==> src/serial_bus_attention_decoder_macros.svh <==
`ifndef SERIAL_BUS_ATTENTION_DECODER_MACROS_SVH
`define SERIAL_BUS_ATTENTION_DECODER_MACROS_SVH

// same-cycle implication, off during reset
`define SBAD_ASSERT_NOW(label, clk, rst, lhs, rhs) \
  label: assert property (@(posedge clk) disable iff (rst) (lhs) |-> (rhs)) \
    else $error("assertion failed");

// next-cycle implication, off during reset
`define SBAD_ASSERT_NEXT(label, clk, rst, lhs, rhs) \
  label: assert property (@(posedge clk) disable iff (rst) (lhs) |=> (rhs)) \
    else $error("assertion failed");

`endif

==> src/sbad_pkg.sv <==
package sbad_pkg;

  localparam int MaxNameLength = 64;

  localparam logic [1:0] OP_ATN_ON  = 2'd0;
  localparam logic [1:0] OP_BYTE    = 2'd1;
  localparam logic [1:0] OP_ATN_OFF = 2'd2;

  localparam logic [2:0] ST_PENDING = 3'd0;
  localparam logic [2:0] ST_IDLE    = 3'd1;
  localparam logic [2:0] ST_LISTEN  = 3'd2;
  localparam logic [2:0] ST_TALK    = 3'd3;
  localparam logic [2:0] ST_COMMAND = 3'd4;
  localparam logic [2:0] ST_ERROR   = 3'd5;
  localparam logic [2:0] ST_IGNORE  = 3'd6;

  localparam logic [7:0] PRI_LISTEN   = 8'h20;
  localparam logic [7:0] PRI_TALK     = 8'h40;
  localparam logic [7:0] BUS_UNLISTEN = 8'h3F;
  localparam logic [7:0] BUS_UNTALK   = 8'h5F;
  localparam logic [7:0] CMD_DATA     = 8'h60;
  localparam logic [7:0] CMD_CLOSE    = 8'hE0;
  localparam logic [7:0] CMD_OPEN     = 8'hF0;
  localparam logic [7:0] CMD_MASK     = 8'hF0;
  localparam logic [7:0] CHAN_MASK    = 8'h0F;
  localparam logic [3:0] CHAN_CMD     = 4'd15;
  localparam logic [7:0] CHAR_CR      = 8'h0D;

  typedef struct packed {
    logic [1:0] opcode;
    logic [7:0] data_byte;
    logic       rx_error;
  } item_t;

  typedef struct packed {
    logic [2:0] status;
    logic       release_lines;
    logic [7:0] device_number;
    logic [7:0] command_nibble;
    logic [3:0] channel_number;
    logic       char_valid;
    logic [7:0] char_out;
    logic [6:0] name_length;
  } result_t;

endpackage

==> src/sbad_core.sv <==
module sbad_core #(
  parameter int MAX_NAME_LENGTH = sbad_pkg::MaxNameLength
) (
  input  logic              clk,
  input  logic              rst,
  input  logic              accept,
  input  sbad_pkg::item_t   item,
  input  logic [31:0]       enabled_devices,
  output sbad_pkg::result_t res
);

  localparam int LEN_W = $clog2(MAX_NAME_LENGTH + 1);
  localparam int CMP_W = (LEN_W > 7) ? LEN_W : 8;

  localparam logic [2:0] PH_IDLE        = 3'd0;
  localparam logic [2:0] PH_PRIMARY     = 3'd1;
  localparam logic [2:0] PH_SECONDARY   = 3'd2;
  localparam logic [2:0] PH_LISTEN_NAME = 3'd3;
  localparam logic [2:0] PH_TALK_NAME   = 3'd4;
  localparam logic [2:0] PH_RELEASED    = 3'd5;
  localparam logic [2:0] PH_HOLD        = 3'd6;

  localparam logic [1:0] ROLE_NONE   = 2'd0;
  localparam logic [1:0] ROLE_LISTEN = 2'd1;
  localparam logic [1:0] ROLE_TALK   = 2'd2;

  logic [2:0]       phase, phase_next;
  logic [1:0]       role, role_next;
  logic [7:0]       device_reg, device_reg_next;
  logic [7:0]       command_reg, command_reg_next;
  logic [3:0]       channel_reg, channel_reg_next;
  logic [LEN_W-1:0] length_count, length_count_next;
  logic             error_seen, error_seen_next;

  logic [2:0]       status;
  logic             rel;
  logic             cv;
  logic [7:0]       ch;
  logic [7:0]       dev;
  logic [1:0]       dev_role;
  logic             dev_on;
  logic [7:0]       cmd;
  logic [3:0]       chan;
  logic [CMP_W-1:0] len_ext;

  // primary byte decode
  always_comb begin
    if ((item.data_byte & sbad_pkg::PRI_LISTEN) != 8'd0) begin
      dev_role = ROLE_LISTEN;
      dev      = item.data_byte ^ sbad_pkg::PRI_LISTEN;
    end else begin
      dev_role = ((item.data_byte & sbad_pkg::PRI_TALK) != 8'd0) ? ROLE_TALK : ROLE_NONE;
      dev      = item.data_byte ^ sbad_pkg::PRI_TALK;
    end
    dev_on = (dev[7:5] == 3'd0) && enabled_devices[dev[4:0]];
    cmd    = item.data_byte & sbad_pkg::CMD_MASK;
    chan   = item.data_byte[3:0] & sbad_pkg::CHAN_MASK[3:0];
  end

  always_comb begin
    phase_next        = phase;
    role_next         = role;
    device_reg_next   = device_reg;
    command_reg_next  = command_reg;
    channel_reg_next  = channel_reg;
    length_count_next = length_count;
    error_seen_next   = error_seen;
    status            = sbad_pkg::ST_IDLE;
    rel               = 1'b0;
    cv                = 1'b0;
    ch                = 8'd0;

    if (item.opcode == sbad_pkg::OP_ATN_ON) begin
      status = sbad_pkg::ST_PENDING;
      if (phase != PH_LISTEN_NAME && phase != PH_TALK_NAME) begin
        phase_next        = PH_PRIMARY;
        role_next         = ROLE_NONE;
        length_count_next = '0;
        error_seen_next   = 1'b0;
      end
    end else if (item.opcode == sbad_pkg::OP_ATN_OFF) begin
      if (phase == PH_LISTEN_NAME) begin
        status = sbad_pkg::ST_PENDING;
      end else if (phase == PH_TALK_NAME) begin
        status     = sbad_pkg::ST_TALK;
        phase_next = PH_IDLE;
      end else begin
        status     = sbad_pkg::ST_IDLE;
        phase_next = PH_IDLE;
      end
    end else if (item.opcode == sbad_pkg::OP_BYTE) begin
      unique case (phase)
        PH_PRIMARY: begin
          if (item.rx_error) begin
            error_seen_next = 1'b1;
            status          = sbad_pkg::ST_ERROR;
            phase_next      = PH_HOLD;
          end else if (item.data_byte == sbad_pkg::BUS_UNLISTEN ||
                       item.data_byte == sbad_pkg::BUS_UNTALK) begin
            role_next  = ROLE_NONE;
            status     = sbad_pkg::ST_IDLE;
            rel        = 1'b1;
            phase_next = PH_RELEASED;
          end else begin
            device_reg_next = dev;
            role_next       = dev_role;
            if (dev_on) begin
              status     = sbad_pkg::ST_PENDING;
              phase_next = PH_SECONDARY;
            end else begin
              status     = sbad_pkg::ST_IGNORE;
              rel        = 1'b1;
              phase_next = PH_RELEASED;
            end
          end
        end
        PH_SECONDARY: begin
          if (item.rx_error) begin
            error_seen_next = 1'b1;
            status          = sbad_pkg::ST_ERROR;
            phase_next      = PH_HOLD;
          end else begin
            command_reg_next = cmd;
            channel_reg_next = chan;
            if (role == ROLE_LISTEN) begin
              if (cmd == sbad_pkg::CMD_DATA && chan != sbad_pkg::CHAN_CMD) begin
                status     = sbad_pkg::ST_LISTEN;
                phase_next = PH_HOLD;
              end else if (cmd == sbad_pkg::CMD_DATA || cmd == sbad_pkg::CMD_OPEN) begin
                status            = sbad_pkg::ST_PENDING;
                length_count_next = '0;
                phase_next        = PH_LISTEN_NAME;
              end else if (cmd == sbad_pkg::CMD_CLOSE) begin
                status     = sbad_pkg::ST_COMMAND;
                phase_next = PH_HOLD;
              end else begin
                status     = sbad_pkg::ST_IDLE;
                phase_next = PH_HOLD;
              end
            end else if (role == ROLE_TALK) begin
              status            = sbad_pkg::ST_PENDING;
              length_count_next = '0;
              phase_next        = PH_TALK_NAME;
            end else begin
              status     = sbad_pkg::ST_IDLE;
              phase_next = PH_HOLD;
            end
          end
        end
        PH_LISTEN_NAME, PH_TALK_NAME: begin
          if (item.rx_error) begin
            error_seen_next = 1'b1;
            status          = sbad_pkg::ST_ERROR;
            rel             = 1'b1;
            phase_next      = PH_RELEASED;
          end else if (phase == PH_LISTEN_NAME &&
                       item.data_byte == sbad_pkg::BUS_UNLISTEN) begin
            status     = (length_count != '0) ? sbad_pkg::ST_COMMAND : sbad_pkg::ST_IDLE;
            phase_next = PH_HOLD;
          end else if (length_count >= LEN_W'(MAX_NAME_LENGTH)) begin
            status     = sbad_pkg::ST_ERROR;
            phase_next = PH_HOLD;
          end else begin
            status = sbad_pkg::ST_PENDING;
            if (phase == PH_TALK_NAME || item.data_byte != sbad_pkg::CHAR_CR) begin
              cv                = 1'b1;
              ch                = item.data_byte;
              length_count_next = length_count + LEN_W'(1);
            end
          end
        end
        PH_RELEASED, PH_HOLD: begin
          status = error_seen ? sbad_pkg::ST_ERROR : sbad_pkg::ST_IGNORE;
        end
        default: begin
          status = sbad_pkg::ST_IDLE;
        end
      endcase
    end
  end

  // length shown saturated at 127
  assign len_ext = CMP_W'(length_count_next);

  always_comb begin
    res.status         = status;
    res.release_lines  = rel;
    res.device_number  = device_reg_next;
    res.command_nibble = command_reg_next;
    res.channel_number = channel_reg_next;
    res.char_valid     = cv;
    res.char_out       = ch;
    res.name_length    = (len_ext > CMP_W'(127)) ? 7'd127 : len_ext[6:0];
  end

  always_ff @(posedge clk) begin
    if (rst) begin
      phase        <= PH_IDLE;
      role         <= ROLE_NONE;
      device_reg   <= 8'd0;
      command_reg  <= 8'd0;
      channel_reg  <= 4'd0;
      length_count <= '0;
      error_seen   <= 1'b0;
    end else if (accept) begin
      phase        <= phase_next;
      role         <= role_next;
      device_reg   <= device_reg_next;
      command_reg  <= command_reg_next;
      channel_reg  <= channel_reg_next;
      length_count <= length_count_next;
      error_seen   <= error_seen_next;
    end
  end

endmodule

==> src/serial_bus_attention_decoder.sv <==
// each accepted item's result is registered in the output register, or in the skid entry while the output stalls
// throughput: one item per cycle while item_stall is low; the decode state updates in one pass
// a two-entry output stage takes one more item while a result waits
// reset: synchronous, active high; clears decode state, device mask and
// all valid flags
module serial_bus_attention_decoder #(
  parameter int MAX_NAME_LENGTH = sbad_pkg::MaxNameLength
) (
  input  logic              clk,
  input  logic              rst,
  input  logic              cfg_valid,
  output logic              cfg_ready,
  input  logic [31:0]       cfg_data,
  input  logic              item_valid,
  output logic              item_stall,
  input  sbad_pkg::item_t   item,
  output logic              result_valid,
  input  logic              result_stall,
  output sbad_pkg::result_t result
);

  `include "serial_bus_attention_decoder_macros.svh"

  logic              accept;
  logic              out_take;
  logic [31:0]       enabled_devices;
  logic              skid_valid;
  sbad_pkg::result_t skid;
  sbad_pkg::result_t core_res;
  logic              rel_ok;

  assign cfg_ready  = 1'b1;
  assign item_stall = skid_valid;
  assign accept     = item_valid && !item_stall;
  assign out_take   = !result_valid || !result_stall;

  always_ff @(posedge clk) begin
    if (rst) begin
      enabled_devices <= 32'd0;
    end else if (cfg_valid && cfg_ready) begin
      enabled_devices <= cfg_data;
    end
  end

  sbad_core #(
    .MAX_NAME_LENGTH(MAX_NAME_LENGTH)
  ) u_core (
    .clk            (clk),
    .rst            (rst),
    .accept         (accept),
    .item           (item),
    .enabled_devices(enabled_devices),
    .res            (core_res)
  );

  // output register with skid entry
  always_ff @(posedge clk) begin
    if (rst) begin
      result_valid <= 1'b0;
      skid_valid   <= 1'b0;
    end else if (out_take) begin
      if (skid_valid) begin
        result_valid <= 1'b1;
        skid_valid   <= 1'b0;
      end else begin
        result_valid <= accept;
      end
    end else if (accept) begin
      skid_valid <= 1'b1;
    end
  end

  always_ff @(posedge clk) begin
    if (out_take) begin
      if (skid_valid) begin
        result <= skid;
      end else if (accept) begin
        result <= core_res;
      end
    end else if (accept) begin
      skid <= core_res;
    end
  end

  assign rel_ok = result.status == sbad_pkg::ST_IDLE ||
                  result.status == sbad_pkg::ST_IGNORE ||
                  result.status == sbad_pkg::ST_ERROR;

  `SBAD_ASSERT_NOW(a_skid_needs_out, clk, rst, skid_valid, result_valid)
  `SBAD_ASSERT_NOW(a_char_zero, clk, rst, result_valid && !result.char_valid, ~|result.char_out)
  `SBAD_ASSERT_NOW(a_release_status, clk, rst, result_valid && result.release_lines, rel_ok)
  `SBAD_ASSERT_NEXT(a_accept_valid, clk, rst, accept, result_valid)

endmodule
==> config.mk <==
export PLATFORM = sky130hd
export DESIGN_NAME = serial_bus_attention_decoder
export DESIGN_NICKNAME = d
export VERILOG_FILES = /design/src/sbad_pkg.sv /design/src/sbad_core.sv /design/src/serial_bus_attention_decoder.sv
export VERILOG_INCLUDE_DIRS = /design/src /design/src/src
export SDC_FILE = /design/constraint.sdc
export NUM_CORES = 1
export LEC_CHECK = 0
export BUFFER_PORTS_ARGS = -buffer_cell sky130_fd_sc_hd__buf_2
export CAP_MARGIN = 5
export CORE_UTILIZATION = 53
export DETAILED_ROUTE_END_ITERATION = 12
export PLACE_DENSITY = 0.78
export SLEW_MARGIN = 20
export SYNTH_ARGS = -nofsm -noshare
export SYNTH_HDL_FRONTEND = slang
export SYNTH_HIERARCHICAL = 1
export SYNTH_SLANG_ARGS = --single-unit
==> constraint.sdc <==
create_clock -name clk -period 3.1 [get_ports clk]
set_clock_uncertainty 0.15 [all_clocks]
set_input_delay 0.62 -clock clk [delete_from_list [all_inputs] [get_ports clk]]
set_output_delay 0.62 -clock clk [all_outputs]
set_load 0.1 [all_outputs]
==> qor.txt, run 1 <==
Run status -> finished, final reports clean
Largest net degree at the start of global routing -> 41
Hold Path Class -> input port to flip-flop
Clock buffer depth -> 2
Seq/Total Area, Yosys -> 52.17%
Number of synthesized flops with an enable pin -> 80
Final Hold Fails -> 0
RSZ-0062 raised after global routing -> false
Synth cell types -> 77
N_diodes -> 0
CORE AREA -> 13240 um2
1st-pass router iterations -> 5
Mapped Nets -> 677
Setup_tns -> 0 ns
Max rail drop VDD -> 322.9 uV
Number of synthesized register bits -> 147
Input/output buffers -> 89
Grt total ovfl -> 0
Clk sinks -> 147
First-pass GRT wire length -> 25.52 mm
Worst-Skew Late Latency -> 0.42 ns
Synth async-reset ratio -> 0%
Fmax -> 0.3490 GHz
CP Capture Type -> flip-flop
Number of setup violations in the final report -> 0
Pre-CTS setup slack -> 0.02488 ns
Top cell type's share of synthesized area -> 33.48%
I/O pin count -> 91
Worst Path Required -> 3.12 ns
Nets@finish -> 771
Via count -> 5252
Final min period -> 2.865 ns
Postcts setup bufs -> 0
Clock Tree Root -> clkbuf_16
Critical path class -> flip-flop to flip-flop
Least-Margin Pin Slew -> 0.9047 ns
Synth warn -> 6
CP arrival -> 2.89 ns
Largest registers -> result (40), skid (40), enabled_devices (32)
Dpl hpwl -> 11.42 mm
Layout cells sized above 1 -> 30.15%
Routed len/inst -> 17.54 um
Initial Util -> 54.19%
Leak -> 3.326 nW
Pwr dens -> 569.4 nW/um2
Die area -> 14010 um2
Setup crit start kind -> flip-flop
Total global-route track usage -> 23.50%
Vias per inst -> 5.778
Max-slew headroom -> 39.68%
Syn_area_per_cell -> 11.46 um2
RePlAce Congestion -> 0.9322
Dominant synthesized flop cell -> edfxtp_1
Synth Instances -> 626
Area contributors post-synth -> edfxtp_1, dfxtp_1, mux2_4, mux2i_1, nand2_1
Final WL -> 15.94 mm
Post-route setup slack -> 0.2348 ns
CP max FO -> 12
Die Y-Extent -> 118.4 um
Post-Synthesis Cell Area -> 7176 um2
Reg clk slew, reported paths -> 0.06 ns
Cts repair resizes -> 0
Count of hold-fix buffers inserted at cts -> 0
Initial antenna violation count -> 0
Initial DRC Count -> 390
Cts bufs inserted -> 17
Filler cells -> 1056
DR DRC count -> 0
P&R area growth vs syn -> 17.23%
Count of pins over their slew limit -> 0
Max Cap Violations -> 0
Final Cycle Share -> 92.43%
Vias in the first global route -> 5033
Synth area leader -> edfxtp_1
CTS tree -> done
Die Wd -> 118.4 um
H-tree Lvls -> 4
FP Rows -> 42
ANT nets after route -> 0
==> cells in the final DEF (no fill, tap or decap), types with 4 or more instances in the layout <==
cell | synthesis | final
a31oi_1 | 7 | 7
nor4_1 | 4 | 4
and3_1 | 7 | 7
buf_2 | 10 | 89
o21ai_1 | 6 | 6
mux2_2 | 8 | 8
mux2i_1 | 36 | 36
o21ai_0 | 16 | 16
mux4_2 | 6 | 6
nor2b_1 | 7 | 7
nor2_1 | 59 | 59
edfxtp_1 | 80 | 80
nand2b_1 | 9 | 9
nand2_1 | 61 | 61
and2_1 | 16 | 16
inv_1 | 10 | 10
clkinv_2 | 0 | 4
dfxtp_1 | 67 | 66
mux2_4 | 39 | 39
o31a_1 | 4 | 4
nand3_1 | 21 | 21
nor3_1 | 5 | 5
buf_4 | 6 | 29
or3_1 | 6 | 6
a21oi_1 | 33 | 32
clkbuf_16 | 0 | 18
==> where the power goes <==
group	switching (mW)	internal, mW	leakage, nW
clock network	0.787	1.16	0.286
registers	0.0339	2.13	1.29
logic	0.491	0.187	1.75
==> path summary, 6_finish.rpt <==
check | slack [ns] | to | cells after the start | start
max | 0.23 | result[0] | 7 | u_core/phase[0]
min | 0.28 | enabled_devices[30] | 3 | cfg_data[30]
max reg2reg | 0.23 | result[0] | 7 | u_core/phase[0]
min reg2reg | 0.30 | u_core/command_reg[0] | 1 | u_core/command_reg[0]
==> routing by layer <==
metal	GRT usage (%)	up-vias	part of all wire, %
met3	5.792	29	7.2
met4	8.413	0	2.0
met1	31.44	2504	44
li1	-	2490	-
met2	37.02	229	46
met5	0	-	0
==> cells in the mapped netlist, drive strengths merged, types with 7 or more instances <==
cell type	instances
edfxtp	80
dfxtp	67
nand2	61
nor2	61
mux2	49
mux2i	36
a21oi	34
buf	25
o21ai	22
nand3	21
clkbuf	20
and2	17
inv	11
nand2b	9
a31oi	7
and3	7
nor2b	7
nor3	7
==> metrics by stage <==
step | cell area [um2] | util [%] | std cells | hold WS [ns] | total power [mW]
CTS | 8412 | 63.52 | 909 | 0.2706 | 4.824
global route | 8412 | 63.52 | 909 | 0.2787 | 4.954
finish | 8412 | 63.52 | 909 | 0.2843 | 4.789
floorplan | 7179 | - | 626 | 0.2709 | 2.722
detailed placement | 7846 | 59.25 | 877 | 0.2863 | 2.881
global placement | 7846 | 59.25 | 877 | 0.2848 | 2.866
==> logic make-up (layout without fill, tap and decap cells) <==
group | count (synthesis) | count (layout) | share of synthesized area (%)
simple gates | 216 | 216 | 15.10
flops | 147 | 147 | 52.17
compound gates | 107 | 107 | 10.62
other cells | 1 | 1 | 0.05226
mux | 91 | 91 | 16.63
buf+inv | 56 | 163 | 4.272
xor+xnor | 4 | 4 | 0.4883
fa+ha+maj | 4 | 4 | 0.6627
==> layout make-up <==
class                           count  area, um2  area share (%)
Clock buffer                       21      462.9           5.503
Clock inverter                     11      102.6           1.220
Sequential cell                   147       3745           44.52
Inverter                           11      41.29          0.4909
Timing Repair Buffer              120      703.2           8.359
Tap cell                          176      220.2           2.618
Multi-Input combinational cell    423       3137           37.29
==> worst max-delay path, stage by stage (launching register included) <==
cell       delay (ns)
dfxtp_1          0.41
or3b_1           0.57
and4_1           0.35
nor2_2           0.22
a21oi_1          0.09
a2111oi_0        0.44
nor2_1           0.11
mux2_4           0.28
(Power assumes the default switching activity.)
==> run 2, diff against run 1 <==
--- a/config.mk
+++ b/config.mk
@@ -8,6 +8,7 @@
 export LEC_CHECK = 0
 export BUFFER_PORTS_ARGS = -buffer_cell sky130_fd_sc_hd__buf_2
 export CAP_MARGIN = 5
+export CORE_MARGIN = 3
 export CORE_UTILIZATION = 53
 export DETAILED_ROUTE_END_ITERATION = 12
 export PLACE_DENSITY = 0.78
==> run 2 against run 1 <==
Total power grew 0.42%. First-iteration DRC count grew 17%. Cell area is essentially flat. Via count grew 0.15%. Worst hold slack gained 0.00051 ns.
==> qor.txt, run 2 (same netlist as run 1, synthesis figures left out) <==
Run status -> finished, final reports clean
Routed len/inst -> 18.16 um
Leak -> 3.335 nW
Pwr dens -> 571.3 nW/um2
H-tree Lvls -> 4
RR Endpoint -> result[5]
Vias in the first global route -> 5059
Total global-route track usage -> 23.05%
Initial antenna violation count -> 2
Die Y-Extent -> 122.4 um
Worst Path Required -> 3.24 ns
Dpl hpwl -> 11.68 mm
Worst-Skew Late Latency -> 0.42 ns
CP max stage cell -> mux4_2
RePlAce Congestion -> 0.9009
First-pass GRT wire length -> 26.61 mm
Final Cycle Share -> 86.46%
Largest registers -> result (40), skid (40), enabled_devices (32)
Psw -> 1.284 mW
ANT nets after route -> 0
CP arrival -> 2.82 ns
Clk pwr share -> 40.9%
Register Area -> 3745 um2
Postcts setup bufs -> 0
Setup_tns -> 0 ns
CP max FO -> 11
Initial Util -> 55.51%
Cts bufs inserted -> 17
Fmax -> 0.3731 GHz
1st-pass router iterations -> 5
Reg clk slew, reported paths -> 0.06 ns
Die area -> 14970 um2
Max Cap Violations -> 0
Max-slew headroom -> 38.66%
Count of hold-fix buffers inserted at cts -> 0
Reg2Reg Depth -> 7
Layout cells sized above 1 -> 30.25%
DR DRC count -> 0
CORE AREA -> 12930 um2
Filler cells -> 1028
Setup crit start kind -> input port
Initial DRC Count -> 458
P&R area growth vs syn -> 17.33%
Internal power -> 3.525 mW
Largest net degree at the start of global routing -> 44
Via count -> 5260
Input/output buffers -> 89
RSZ-0062 raised after global routing -> false
Clock buffer depth -> 2
Cts repair resizes -> 0
Vias per inst -> 5.806
Final Hold Fails -> 0
Setup slack, reg-to-reg -> 0.43 ns
Nets@finish -> 772
Final WL -> 16.46 mm
Max rail drop VDD -> 357.4 uV
Clock Tree Root -> clkbuf_16
Die Wd -> 122.4 um
R2R Path Start -> u_core/phase[1]
N_diodes -> 0
Power share of the combinational group -> 14.1%
CTS tree -> done
Sw frac -> 26.71%
Count of pins over their slew limit -> 0
Critical path class -> input port to flip-flop
Clk sinks -> 147
Critical path endpoint -> result[38]
Least-Margin Pin Slew -> 0.9201 ns
Grt total ovfl -> 0
Crit path from -> item[1]
Crit path largest cell delay -> 0.56 ns
Final min period -> 2.680 ns
CP cell instances -> buf_2 > mux4_2 > a22oi_1 > nand4_1 > a31oi_1 > a21oi_1 > o22ai_1 > mux2_4
FP Rows -> 41
Multi-input gate area -> 3137 um2
CP Capture Type -> flip-flop
Finished Core Util -> 65.13%
I/O pin count -> 91
Sequential share of power -> 45.0%
Leading cell type in the layout, fill and taps excluded -> buf_2
Hold Path Class -> input port to flip-flop
Number of setup violations in the final report -> 0
Commonest cells after routing, fill and taps aside -> buf_2, edfxtp_1, dfxtp_1
==> run 2: cell count changes in the layout (fill, tap and decap cells not counted) <==
cell	previous run	this run
inv_6	1	0
inv_4	1	2
inv_8	1	0
clkinv_2	4	2
clkbuf_8	0	4
buf_4	29	31
clkinv_4	3	2
bufinv_16	1	0
buf_12	2	1
clkbuf_16	18	19
==> run 2: cell type report <==
cell class / instances / share of cell area [%]
inverters: 11 / 0.4904
clock buffers: 26 / 6.450
repair buffers: 121 / 8.292
flip-flops and latches: 147 / 44.48
well taps: 172 / 2.556
clock inverters: 6 / 0.4756
multi-input cells: 423 / 37.26
==> run 2: how the worst min path moves through the flow <==
stage                                startpoint                     to  slack [ns]  cells past startpoint
after detailed placement   u_core/device_reg[3]   u_core/device_reg[3]        0.29                      2
final                               cfg_data[9]     enabled_devices[9]        0.28                      3
after floorplan           u_core/command_reg[0]  u_core/command_reg[0]        0.27                      1
after global routing               cfg_data[30]    enabled_devices[30]        0.29                      3
after global placement    u_core/command_reg[0]  u_core/command_reg[0]        0.29                      1
after CTS                           cfg_data[9]     enabled_devices[9]        0.28                      3
==> run 2: power groups by stage <==
stage	registers [mW]	logic [mW]	clock network, mW
finish	2.16	0.678	1.97
global route	2.17	0.718	2.08
CTS	2.16	0.676	1.99
detailed placement	2.21	0.674	0
global placement	2.20	0.666	0
floorplan	2.44	0.280	0
==> run 2: per-stage QoR <==
| step | cell area, um2 | power, mW | setup WS (ns) | instances | hold WS [ns] |
|---|---|---|---|---|---|
| global route | 8419 | 4.965 | 0.2521 | 906 | 0.2943 |
| global placement | 7836 | 2.866 | 0.06620 | 874 | 0.2853 |
| CTS | 8419 | 4.832 | 0.4116 | 906 | 0.2777 |
| finish | 8419 | 4.810 | 0.4198 | 906 | 0.2848 |
| detailed placement | 7836 | 2.879 | 0.02587 | 874 | 0.2940 |
| floorplan | 7179 | 2.722 | 0.01068 | 626 | 0.2709 |
==> run 2: per-layer routing <==
layer / wire, um / track usage, %
met2: 7655 / 35.35
met3: 1327 / 6.682
met1: 7044 / 30.49
met4: 407 / 10.29
met5: 21 / 0
==> run 2: worst max-delay path, delay by kind of cell <==
family	cells	cell delay [ns]
and+or+nand+nor	1	0.14
buffers and inverters	1	0.31
AOI/OAI and AO/OA	4	0.95
muxes	2	0.79
==> run 3, diff against run 2 <==
==> constraint.sdc (replaced) <==
create_clock -name clk -period 3.1 [get_ports clk]
set_clock_uncertainty 0.15 [all_clocks]
set_input_delay 0.465 -clock clk [delete_from_list [all_inputs] [get_ports clk]]
set_output_delay 0.465 -clock clk [all_outputs]
set_load 0.1 [all_outputs]
==> run 3 against run 2 <==
Sequential cell count unchanged. Final cell count decreased by 0.44%. Critical path depth unchanged. Largest cell class unchanged. Largest power group unchanged. Highest routed layer unchanged.
==> qor.txt, run 3 (same netlist as run 1, synthesis figures left out) <==
Vias in the first global route -> 5142
Total global-route track usage -> 23.03%
Largest registers -> result (40), skid (40), enabled_devices (32)
Worst Min Path Start -> cfg_data[27]
Worst Path Required -> 3.25 ns
Initial antenna violation count -> 1
P&R area growth vs syn -> 16.36%
Hold Path Class -> input port to flip-flop
Top routing layer in use -> met5
Commonest cells after routing, fill and taps aside -> buf_2, edfxtp_1, dfxtp_1
Count of hold-fix buffers inserted at cts -> 0
Clk sinks -> 147
Design area -> 8349 um2
Placed cell area -> 7794 um2
Critical path class -> flip-flop to flip-flop
Clock buffer depth -> 2
Least-Margin Pin Slew -> 0.9259 ns
ANT nets after route -> 0
Crit path from -> u_core/phase[0]
Pre-CTS setup slack -> 0.1903 ns
Placed insts -> 870
Die Wd -> 122.4 um
Routed len/inst -> 18.33 um
Max-slew headroom -> 38.27%
H-tree Lvls -> 4
DR DRC count -> 0
Pwr dens -> 569.6 nW/um2
Number of setup violations in the final report -> 0
RSZ-0062 raised after global routing -> false
Via count -> 5269
Met1 wire length -> 6.950 mm
R2R Path Start -> u_core/phase[0]
Count of pins over their slew limit -> 0
Postcts setup bufs -> 0
Final min period -> 2.854 ns
Worst hold stages -> 3
Reg2Reg Depth -> 8
Final WL -> 16.54 mm
Max Cap Violations -> 0
Die area -> 14970 um2
Nets@finish -> 768
Run status -> finished, final reports clean
Setup crit start kind -> flip-flop
Post-route setup slack -> 0.2460 ns
RePlAce Congestion -> 0.9047
Fmax -> 0.3504 GHz
Grt total ovfl -> 0
Setup_tns -> 0 ns
Dpl hpwl -> 11.39 mm
Cts bufs inserted -> 17
Largest net degree at the start of global routing -> 44
Final Power -> 4.756 mW
CP Capture Type -> flip-flop
CP arrival -> 3.00 ns
Cts repair resizes -> 0
Worst-Skew Late Latency -> 0.43 ns
N_diodes -> 0
Leak -> 3.299 nW
Layout cells sized above 1 -> 29.73%
Initial DRC Count -> 510
Max rail drop VDD -> 348.5 uV
First-pass GRT wire length -> 26.59 mm
WL met2 -> 7.907 mm
Input/output buffers -> 89
Vias per inst -> 5.841
I/O pin count -> 91
CTS tree -> done
Leading cell type in the layout, fill and taps excluded -> buf_2
Final Hold Fails -> 0
Worst Hold End -> enabled_devices[27]
Setup slack, reg-to-reg -> 0.25 ns
Filler cells -> 1000
CP max FO -> 12
1st-pass router iterations -> 7
RR Endpoint -> result[3]
Clock Tree Root -> clkbuf_16
Reg clk slew, reported paths -> 0.06 ns
Initial Util -> 55.51%
Die Y-Extent -> 122.4 um
Routed wl met3 -> 1.392 mm
FP Rows -> 41
Final Non-Filler Cells -> 902
CORE AREA -> 12930 um2
Final Cycle Share -> 92.06%
## run 3: how the worst max path moves through the flow
stage	end	slack [ns]	depth (start not counted)
after detailed placement	result[14]	0.19	8
final	result[3]	0.25	8
after global routing	result[3]	0.08	7
after CTS	result[3]	0.32	8
after floorplan	result[0]	0.01	4
after global placement	result[0]	0.22	7
## run 3: layout make-up
| cell class | count | area (um2) | share of cell area, % |
|---|---|---|---|
| clock buffers | 20 | 479.2 | 5.740 |
| clock inverters | 12 | 76.32 | 0.9141 |
| inverters | 11 | 41.29 | 0.4945 |
| multi-input cells | 423 | 3137 | 37.57 |
| flip-flops and latches | 147 | 3745 | 44.85 |
| well taps | 172 | 215.2 | 2.578 |
| repair buffers | 117 | 655.6 | 7.853 |
## run 3: critical path, cell delays in order (launching register included)
cell and delay, ns:
dfxtp_1 0.43, or3b_1 0.56, buf_4 0.20, nand2_1 0.30, and3_1 0.35, nor3b_1 0.27
nor2_1 0.07, o21ai_1 0.21, mux2_4 0.18
## run 3: through the flow
stage               utilization (%)  hold WS, ns
CTS                           64.59       0.1070
finish                        64.59       0.1230
global placement              60.29       0.2831
floorplan                         -       0.2709
global route                  64.59       0.1217
detailed placement            60.29       0.2865
## run 3: where the power goes
group | switching (mW) | internal, mW
Sequential | 0.0342 | 2.13
Clock | 0.808 | 1.11
Combinational | 0.490 | 0.181
## run 3: layer usage
layer | up-vias | global-route usage (%)
li1 | 2472 | -
met1 | 2509 | 30.67
met2 | 255 | 35.86
met3 | 31 | 6.359
met4 | 2 | 9.167
met5 | - | 0
